--- config.mk ---
export PLATFORM = sky130hd
export DESIGN_NAME = word_shape_matcher
export DESIGN_NICKNAME = d
export VERILOG_FILES = /design/src/rtl/wsm_pkg.sv /design/src/rtl/wsm_code_mem.sv /design/src/rtl/wsm_cfg_regs.sv /design/src/rtl/word_shape_matcher.sv
export SDC_FILE = /design/constraint.sdc
export NUM_CORES = 1
export LEC_CHECK = 0
export BUFFER_PORTS_ARGS = -buffer_cell sky130_fd_sc_hd__buf_2
export CORE_AREA = 2 2 224 226
export CTS_BUF_LIST = sky130_fd_sc_hd__clkbuf_4
export DETAILED_ROUTE_END_ITERATION = 10
export DIE_AREA = 0 0 226 228
export PLACE_DENSITY = 0.72
export SYNTH_ARGS = -nofsm -noshare
export SYNTH_HDL_FRONTEND = slang
export SYNTH_SLANG_ARGS = --single-unit
export TNS_END_PERCENT = 1
--- constraint.sdc ---
create_clock -name clk_i -period 8.25 [get_ports clk_i]
set_input_delay 0.825 -clock clk_i [delete_from_list [all_inputs] [get_ports clk_i]]
set_output_delay 0.825 -clock clk_i [all_outputs]
set_load 0.03 [all_outputs]
--- src/rtl/wsm_pkg.sv ---
// Package for the word shape matcher: shared constants, types and the
// letter classifier. No dependencies.
package wsm_pkg;

  localparam int unsigned LETTER_COUNT = 52;
  localparam int unsigned LETTER_W     = 6;
  localparam int unsigned CODE_W       = 5;
  localparam int unsigned POS_W        = 16;
  localparam int unsigned OFFSET_W     = 32;
  localparam int unsigned PLEN_W       = 5;
  localparam int unsigned CODES_W      = 40;
  localparam int unsigned CFG_IDX_W    = 2;
  localparam int unsigned PATTERN_MAX_DEF = 16;

  localparam logic [CODE_W-1:0] CODE_FIRST = 5'd1;
  localparam logic [CODE_W-1:0] CODE_LIMIT = 5'd31;
  localparam logic [POS_W-1:0]  POS_LIMIT  = 16'hFFFF;

  // Configuration register indexes
  typedef enum logic [CFG_IDX_W-1:0] {
    CFG_PATTERN_LENGTH = 2'd0,
    CFG_CODES_LOW      = 2'd1,
    CFG_CODES_HIGH     = 2'd2
  } cfg_idx_e;

  // Classified input byte
  typedef struct packed {
    logic                is_letter;
    logic [LETTER_W-1:0] idx;
  } letter_t;

  // Pattern view handed from the config block to the datapath
  typedef struct packed {
    logic [PLEN_W-1:0] len;
    logic [CODE_W-1:0] code;
  } pat_view_t;

  // a-z map to 0..25, A-Z to 26..51
  function automatic letter_t letter_index(input logic [7:0] ch);
    letter_t r;
    r.is_letter = 1'b0;
    r.idx       = '0;
    if (ch >= 8'h61 && ch <= 8'h7A) begin
      r.is_letter = 1'b1;
      r.idx       = LETTER_W'(ch - 8'h61);
    end else if (ch >= 8'h41 && ch <= 8'h5A) begin
      r.is_letter = 1'b1;
      r.idx       = LETTER_W'(ch - 8'h41 + 8'd26);
    end
    return r;
  endfunction

endpackage

--- src/rtl/wsm_code_mem.sv ---
// Per-letter code store: one write port, one read port, registered read data.
// Depends on wsm_pkg.
module wsm_code_mem
  import wsm_pkg::*;
(
  input  logic                clk_i,
  input  logic                we_i,
  input  logic [LETTER_W-1:0] waddr_i,
  input  logic [CODE_W-1:0]   wdata_i,
  input  logic                re_i,
  input  logic [LETTER_W-1:0] raddr_i,
  output logic [CODE_W-1:0]   rdata_o
);

  logic [CODE_W-1:0] mem_q [LETTER_COUNT];
  logic [CODE_W-1:0] rdata_q;

  // write port
  always_ff @(posedge clk_i) begin
    if (we_i) begin
      mem_q[waddr_i] <= wdata_i;
    end
  end

  // read port, data held until the next read
  always_ff @(posedge clk_i) begin
    if (re_i) begin
      rdata_q <= mem_q[raddr_i];
    end
  end

  assign rdata_o = rdata_q;

endmodule

--- src/rtl/wsm_cfg_regs.sv ---
// Pattern configuration registers and per-position pattern code lookup.
// Depends on wsm_pkg.
module wsm_cfg_regs
  import wsm_pkg::*;
(
  input  logic                 clk_i,
  input  logic                 rst_ni,
  input  logic                 cfg_valid_i,
  output logic                 cfg_ready_o,
  input  logic [CFG_IDX_W-1:0] cfg_index_i,
  input  logic [CODES_W-1:0]   cfg_data_i,
  input  logic [3:0]           pos_i,
  output pat_view_t            pat_o
);

  logic [PLEN_W-1:0]  plen_q;
  logic [CODES_W-1:0] codes_lo_q, codes_hi_q;
  logic [CODES_W-1:0] sel_word;

  assign cfg_ready_o = 1'b1;

  // register writes; unknown indexes are dropped
  always_ff @(posedge clk_i or negedge rst_ni) begin
    if (!rst_ni) begin
      plen_q     <= '0;
      codes_lo_q <= '0;
      codes_hi_q <= '0;
    end else if (cfg_valid_i) begin
      case (cfg_index_i)
        CFG_PATTERN_LENGTH: plen_q     <= cfg_data_i[PLEN_W-1:0];
        CFG_CODES_LOW:      codes_lo_q <= cfg_data_i;
        CFG_CODES_HIGH:     codes_hi_q <= cfg_data_i;
        default: ;
      endcase
    end
  end

  // code of the requested position
  always_comb begin
    sel_word    = pos_i[3] ? codes_hi_q : codes_lo_q;
    pat_o.len   = plen_q;
    pat_o.code  = sel_word[pos_i[2:0]*CODE_W +: CODE_W];
  end

endmodule

--- src/rtl/word_shape_matcher.sv ---
// Word shape matcher top level: input stage, word state and result register.
// Depends on wsm_pkg, wsm_code_mem and wsm_cfg_regs.
//
// Takes one byte per cycle and returns one item per closed word (start offset,
// saturated length, shape match). A byte is accepted, its letter's code is read
// from the code memory at the accepting edge, and the byte is resolved in the
// following cycle; the result is then registered in the result register unless
// a held, untaken result stalls it. Sustained rate is one byte per cycle while
// results are taken; a read of a letter that the byte ahead writes at the same
// edge is served by forwarding. The per-letter seen flags are flip-flops, all
// cleared together when a word closes, so there is no clearing pass after reset
// or between words.
module word_shape_matcher
  import wsm_pkg::*;
#(
  parameter int unsigned PatternMax = PATTERN_MAX_DEF
) (
  input  logic                 clk_i,
  input  logic                 rst_ni,
  input  logic                 cfg_valid_i,
  output logic                 cfg_ready_o,
  input  logic [CFG_IDX_W-1:0] cfg_index_i,
  input  logic [CODES_W-1:0]   cfg_data_i,
  input  logic                 in_valid_i,
  output logic                 in_ready_o,
  input  logic [7:0]           character_i,
  input  logic                 end_of_input_i,
  output logic                 out_valid_o,
  input  logic                 out_ready_i,
  output logic                 matched_o,
  output logic [OFFSET_W-1:0]  word_start_o,
  output logic [POS_W-1:0]     word_length_o
);

  localparam logic [PLEN_W-1:0] PatMaxLen = PLEN_W'(PatternMax);
  localparam logic [POS_W-1:0]  PatMaxPos = POS_W'(PatternMax);

  letter_t in_letter;
  logic    in_accept;

  // input stage
  logic                s1_valid_q, s1_valid_d;
  logic                s1_letter_q, s1_eoi_q;
  logic [LETTER_W-1:0] s1_idx_q;
  logic [OFFSET_W-1:0] s1_off_q;
  logic                s1_fwd_q;
  logic [CODE_W-1:0]   s1_fwd_code_q;

  // word state
  logic [LETTER_COUNT-1:0] seen_q, seen_d;
  logic [CODE_W-1:0]       next_code_q, next_code_d;
  logic [POS_W-1:0]        pos_q, pos_d;
  logic                    mism_q, mism_d;
  logic                    in_word_q, in_word_d;
  logic [OFFSET_W-1:0]     start_q, start_d;
  logic [OFFSET_W-1:0]     offset_q;

  // result register
  logic                out_valid_q, out_valid_d;
  logic                out_matched_q;
  logic [OFFSET_W-1:0] out_start_q;
  logic [POS_W-1:0]    out_len_q;

  // datapath
  logic              go, close_w, seen_hit, in_range, bad, matched;
  logic              mem_we;
  logic [CODE_W-1:0] mem_rdata, mem_code, code;
  logic [POS_W-1:0]  pos_inc, eff_pos;
  logic              eff_mism;
  logic [OFFSET_W-1:0] eff_start;
  pat_view_t         pat;

  wsm_cfg_regs u_cfg (
    .clk_i       (clk_i),
    .rst_ni      (rst_ni),
    .cfg_valid_i (cfg_valid_i),
    .cfg_ready_o (cfg_ready_o),
    .cfg_index_i (cfg_index_i),
    .cfg_data_i  (cfg_data_i),
    .pos_i       (pos_q[3:0]),
    .pat_o       (pat)
  );

  wsm_code_mem u_mem (
    .clk_i   (clk_i),
    .we_i    (mem_we),
    .waddr_i (s1_idx_q),
    .wdata_i (next_code_q),
    .re_i    (in_accept),
    .raddr_i (in_letter.idx),
    .rdata_o (mem_rdata)
  );

  // accept side
  assign in_letter  = letter_index(character_i);
  assign in_ready_o = !s1_valid_q || go;
  assign in_accept  = in_valid_i && in_ready_o;

  // resolve the byte in the input stage
  always_comb begin
    seen_hit  = seen_q[s1_idx_q];
    mem_code  = s1_fwd_q ? s1_fwd_code_q : mem_rdata;
    code      = seen_hit ? mem_code : next_code_q;
    in_range  = ({{(POS_W-PLEN_W){1'b0}}, pat.len} > pos_q) && (pos_q < PatMaxPos);
    bad       = !in_range || (code != pat.code);
    pos_inc   = (pos_q != POS_LIMIT) ? pos_q + 1'b1 : pos_q;
    eff_pos   = s1_letter_q ? pos_inc : pos_q;
    eff_mism  = s1_letter_q ? (mism_q | bad) : mism_q;
    eff_start = (s1_letter_q && !in_word_q) ? s1_off_q : start_q;
    close_w   = s1_letter_q ? s1_eoi_q : in_word_q;
    matched   = !eff_mism && (pat.len != '0) && (pat.len <= PatMaxLen) &&
                (eff_pos == {{(POS_W-PLEN_W){1'b0}}, pat.len});
    go        = s1_valid_q && (!close_w || !out_valid_q || out_ready_i);
    mem_we    = go && s1_letter_q && !seen_hit;
  end

  // word state next values
  always_comb begin
    seen_d      = seen_q;
    next_code_d = next_code_q;
    pos_d       = pos_q;
    mism_d      = mism_q;
    in_word_d   = in_word_q;
    start_d     = start_q;
    if (go) begin
      if (close_w) begin
        seen_d      = '0;
        next_code_d = CODE_FIRST;
        pos_d       = '0;
        mism_d      = 1'b0;
        in_word_d   = 1'b0;
      end else if (s1_letter_q) begin
        seen_d[s1_idx_q] = 1'b1;
        if (!seen_hit && next_code_q != CODE_LIMIT) begin
          next_code_d = next_code_q + 1'b1;
        end
        pos_d     = eff_pos;
        mism_d    = eff_mism;
        in_word_d = 1'b1;
      end
      start_d = eff_start;
    end
  end

  // stage and result valid flags
  always_comb begin
    s1_valid_d = in_accept ? 1'b1 : (go ? 1'b0 : s1_valid_q);
    if (go && close_w) begin
      out_valid_d = 1'b1;
    end else if (out_ready_i) begin
      out_valid_d = 1'b0;
    end else begin
      out_valid_d = out_valid_q;
    end
  end

  // control registers
  always_ff @(posedge clk_i or negedge rst_ni) begin
    if (!rst_ni) begin
      s1_valid_q  <= 1'b0;
      out_valid_q <= 1'b0;
      seen_q      <= '0;
      next_code_q <= CODE_FIRST;
      pos_q       <= '0;
      mism_q      <= 1'b0;
      in_word_q   <= 1'b0;
      start_q     <= '0;
      offset_q    <= '0;
    end else begin
      s1_valid_q  <= s1_valid_d;
      out_valid_q <= out_valid_d;
      seen_q      <= seen_d;
      next_code_q <= next_code_d;
      pos_q       <= pos_d;
      mism_q      <= mism_d;
      in_word_q   <= in_word_d;
      start_q     <= start_d;
      if (in_accept) begin
        offset_q <= offset_q + 1'b1;
      end
    end
  end

  // input stage payload, with forwarding of a same-cycle write
  always_ff @(posedge clk_i) begin
    if (in_accept) begin
      s1_letter_q   <= in_letter.is_letter;
      s1_idx_q      <= in_letter.idx;
      s1_eoi_q      <= end_of_input_i;
      s1_off_q      <= offset_q;
      s1_fwd_q      <= mem_we && (s1_idx_q == in_letter.idx);
      s1_fwd_code_q <= next_code_q;
    end
  end

  // result payload
  always_ff @(posedge clk_i) begin
    if (go && close_w) begin
      out_matched_q <= matched;
      out_start_q   <= eff_start;
      out_len_q     <= eff_pos;
    end
  end

  assign out_valid_o   = out_valid_q;
  assign matched_o     = out_matched_q;
  assign word_start_o  = out_start_q;
  assign word_length_o = out_len_q;

`ifndef SYNTHESIS
  // outside a word the per-word state sits at its cleared values
  a_idle_clear: assert property (@(posedge clk_i) disable iff (!rst_ni)
    !in_word_q |-> (pos_q == '0 && next_code_q == CODE_FIRST && !mism_q && seen_q == '0))
    else $error("word state not cleared outside a word");

  // an open word has at least one letter
  a_word_nonempty: assert property (@(posedge clk_i) disable iff (!rst_ni)
    in_word_q |-> (pos_q != '0 && seen_q != '0))
    else $error("open word without letters");

  // codes handed out track the distinct letters seen
  a_code_count: assert property (@(posedge clk_i) disable iff (!rst_ni)
    (next_code_q != CODE_LIMIT) |-> ($countones(seen_q) == int'(next_code_q) - 1))
    else $error("next code out of step with seen letters");
`endif

endmodule

==> reports/results.txt <==
Multi-input gate area - 8110 um2
Avg Synthesized Cell Area - 14.5 um2
Met2 Track Usage GR - 0.343
Most numerous cell on the critical path - sky130_fd_sc_hd__buf_4
Count of input and output buffers - 106
Fraction of power consumed by combinational cells - 0.134
Power consumption - 7.02 mW
Antenna viol nets, final - 0
Part of the Yosys area used for sequential elements - 0.652
Top post-synthesis cells by count - 360 x sky130_fd_sc_hd__edfxtp_1, 225 x sky130_fd_sc_hd__dfrtp_1, 163 x sky130_fd_sc_hd__mux2_2, 97 x sky130_fd_sc_hd__nand2_1, 96 x sky130_fd_sc_hd__nor2_1
Total setup violations reported at the end of the flow - 0
CTS HTree Levels - 4
Type of the worst setup path - in -> reg
Reported max-cap violation count - 0
Share of cells above drive strength 1 - 0.284
Post-Syn Area - 25300 um2
Arrival time at the worst endpoint - 5.65 ns
Result of the run - finished, final reports clean
Post-detail-place hpwl - 34.5 mm
Data required time of the worst path - 8.94 ns
Crit. End Element - flip-flop
Power per standard cell area - 249 nW/um2
Area taken by flip-flops and latches - 16500 um2
Number of fill cells - 3913
Final worst path period share - 0.602
Via-per-instance ratio - 5.84
Type of the worst min-delay path - in -> reg
Unrepaired setup endpoints after global routing - no
Critical path, cell by cell - buf_2 > buf_4 > inv_1 > ha_1 > or4b_4 > nor2_1 > or4_1 > and2_1 > buf_4 > inv_2 > mux4_2 > mux2i_1 > o22ai_1 > a221o_1
Total global routing overflow - 0
Fin crit period - 4.97 ns
Met1 track demand over resource in global routing - 0.312
Antenna violations before repair - 1
Top-count cell post-synth - sky130_fd_sc_hd__edfxtp_1
Sequential group share of total power - 0.515
Setup TNS Final - 0 ns
Highest fanout seen on the critical path - 73
Most used flip-flop cell after synthesis - sky130_fd_sc_hd__edfxtp_1
Worst-Skew Late Latency - 0.94 ns
Final cell area excluding filler cells - 28200 um2
Synth-to-Final Area Change - 11.7%
DRC - 0
Number of synthesized register bits - 586
Leakage power of the design - 11.1 nW
Drt total wl - 56.0 mm
Worst-Margin Slew - 1.28 ns
# rows - 82
Critical path launch point type - primary input
Total internal power - 5.17 mW
Buffer depth of the longest clock path - 3
Cell count after synthesis - 1745
Final clock skew - 0.0408 ns
TritonCTS clock tree - done
Crit path max-delay cell type - sky130_fd_sc_hd__inv_2
Count of flip-flops with a built-in enable after synthesis - 360
Count of different cell masters after synthesis - 77
Core outline area - 49300 um2
Number of nets in the layout - 1983
Sink Count - 586
Clk pin slew, worst setup/hold paths - 0.08 ns
Routability Congestion - 0.913
Clock tree root buffer cell - sky130_fd_sc_hd__clkbuf_4
Clk pwr share - 0.350
Delay of the slowest cell on the worst path - 0.84 ns
YS warnings - 0
Proportion of register bits with asynchronous set or reset after synthesis - 0.386
Net load switching power - 1.85 mW
Largest area contributor in the netlist - sky130_fd_sc_hd__edfxtp_1
Vias in the first global route - 15851
Layout Cells excl Fill - 2694
Number of buffers created by CTS - 143
Post-DP Area - 26300 um2
Final Hold Viols - 0
GRT Total Usage - 0.224
GR Util met3 - 0.0491
Final max-slew violation count - 0
Maximum vdd ir drop - 0.155 mV
Proportion of netlist area held by the largest area contributor - 0.428
Starting utilization of the core area - 0.512
FMAX - 201 MHz
Average detailed-routed wire length per instance - 20.8 um
GRT Max-Usage Layer - met2
PostCTS Resize Cnt - 0
Synthesized netlist net count - 1814
Width of the die - 226 um
Cell types occupying the most area after synthesis - sky130_fd_sc_hd__edfxtp_1 43%, sky130_fd_sc_hd__dfrtp_1 22%, sky130_fd_sc_hd__mux2_2 7.3%
Largest net degree at the start of global routing - 83
Detailed router's first-iteration violation count - 1444
Total Die Area - 51500 um2
Sw Share - 0.264
Via count of the routed design - 15746
Vertical extent of the die - 228 um
Count of TritonRoute iterations in the first routing pass - 5
Worst slew margin relative to its limit - 0.138
Global-route wire length before repair - 89.0 mm
Top-level port count - 108
Number of cells after detailed placement - 2439
-- timing repair --
item,4_1_cts,5_1_grt
hold endpoints to repair,74,0
hold buffers,2,0
buffers inserted,0,0
-- placed cells by master (no fill, tap or decap), types with 32 or more instances in the layout --
master / count
sky130_fd_sc_hd__nor3_1: 52
sky130_fd_sc_hd__mux2i_1: 55
sky130_fd_sc_hd__mux2_2: 163
sky130_fd_sc_hd__buf_2: 105
sky130_fd_sc_hd__inv_1: 42
sky130_fd_sc_hd__clkinv_1: 36
sky130_fd_sc_hd__mux4_2: 44
sky130_fd_sc_hd__xnor2_1: 39
sky130_fd_sc_hd__o21ai_0: 43
sky130_fd_sc_hd__nor2_1: 95
sky130_fd_sc_hd__clkbuf_4: 198
sky130_fd_sc_hd__dfrtp_1: 225
sky130_fd_sc_hd__a21oi_1: 76
sky130_fd_sc_hd__nand3_1: 32
sky130_fd_sc_hd__edfxtp_1: 360
sky130_fd_sc_hd__nand2_1: 97
-- per-stage QoR --
step / setup slack (ns) / utilization / hold WS, ns
after detailed placement: 2.41 / 0.533 / 0.432
after floorplan: 4.28 / - / 0.425
after CTS: 3.43 / 0.572 / 0.00397
after global placement: 2.58 / 0.533 / 0.436
final: 3.28 / 0.572 / 0.101
after global routing: 3.10 / 0.572 / 0.0464
-- layout make-up --
class / instances / share of cell area
sequential: 586 / 0.584
multi-input combinational: 1005 / 0.288
clock buffer: 198 / 0.0527
tap: 672 / 0.0298
timing repair buffer: 130 / 0.0257
clock inverter: 54 / 0.0140
inverter: 48 / 0.00648
antenna: 1 / 0.0000887
-- final timing paths --
kind	startpoint	endpoint	slack, ns	cells past startpoint
max	character_i[0]	u_mem.rdata_o[0]$_DFFE_PP_	3.28	14
min	in_valid_i	s1_valid_q$_DFFE_PN0P_	0.10	2
max reg2reg	s1_letter_q$_SDFFCE_PN1P_	offset_q[29]$_DFFE_PN0P_	3.95	12
min reg2reg	offset_q[19]$_DFFE_PN0P_	s1_off_q[19]$_DFFE_PP_	0.45	0
max in group asynchronous	rst_ni	start_q[24]$_DFFE_PN0P_	6.27	3
min in group asynchronous	rst_ni	u_cfg.codes_lo_q[13]$_DFFE_PN0P_	0.47	2
-- state kept, by name (all words and copies together) (netlist names), 5 cells and up --
name / count
seen_q: 52
u_mem.mem_q: 260
s1_off_q: 32
word_start_o: 32
u_cfg.codes_lo_q: 40
u_cfg.codes_hi_q: 40
s1_idx_q: 6
s1_fwd_code_q: 5
u_cfg.plen_q: 5
next_code_q: 5
pos_q: 16
word_length_o: 16
u_mem.rdata_o: 5
offset_q: 32
start_q: 32
-- per-layer routing --
layer  routed length [um]  share of wire
met5                    0              0
met4                 1630          0.029
met3                 3920          0.070
met2                26400           0.47
met1                24100           0.43
-- cell families after synthesis --
family          after synthesis  synth area share
compound gates              262            0.0705
xor+xnor                     61            0.0212
fa+ha+maj                    13           0.00644
buf+inv                     154            0.0285
flops                       586             0.652
mux                         272             0.144
other cells                   1          0.000148
simple gates                396            0.0772
-- worst max-delay path, delay by kind of cell --
family,cells,cell delay [ns]
muxes,2,0.63
buffers and inverters,5,2.23
adders and majority gates,1,0.37
and+or+nand+nor,4,1.03
AOI/OAI and AO/OA,2,0.47
-- power groups by stage --
stage	clock network, mW	logic (mW)	registers (mW)
3_5_place_dp	0	0.948	3.67
4_1_cts	2.52	0.952	3.61
2_1_floorplan	0	0.562	3.73
3_3_place_gp	0	0.918	3.66
5_1_grt	2.68	1.02	3.64
6_report	2.46	0.944	3.62
Power figures use the tool's default switching activity.
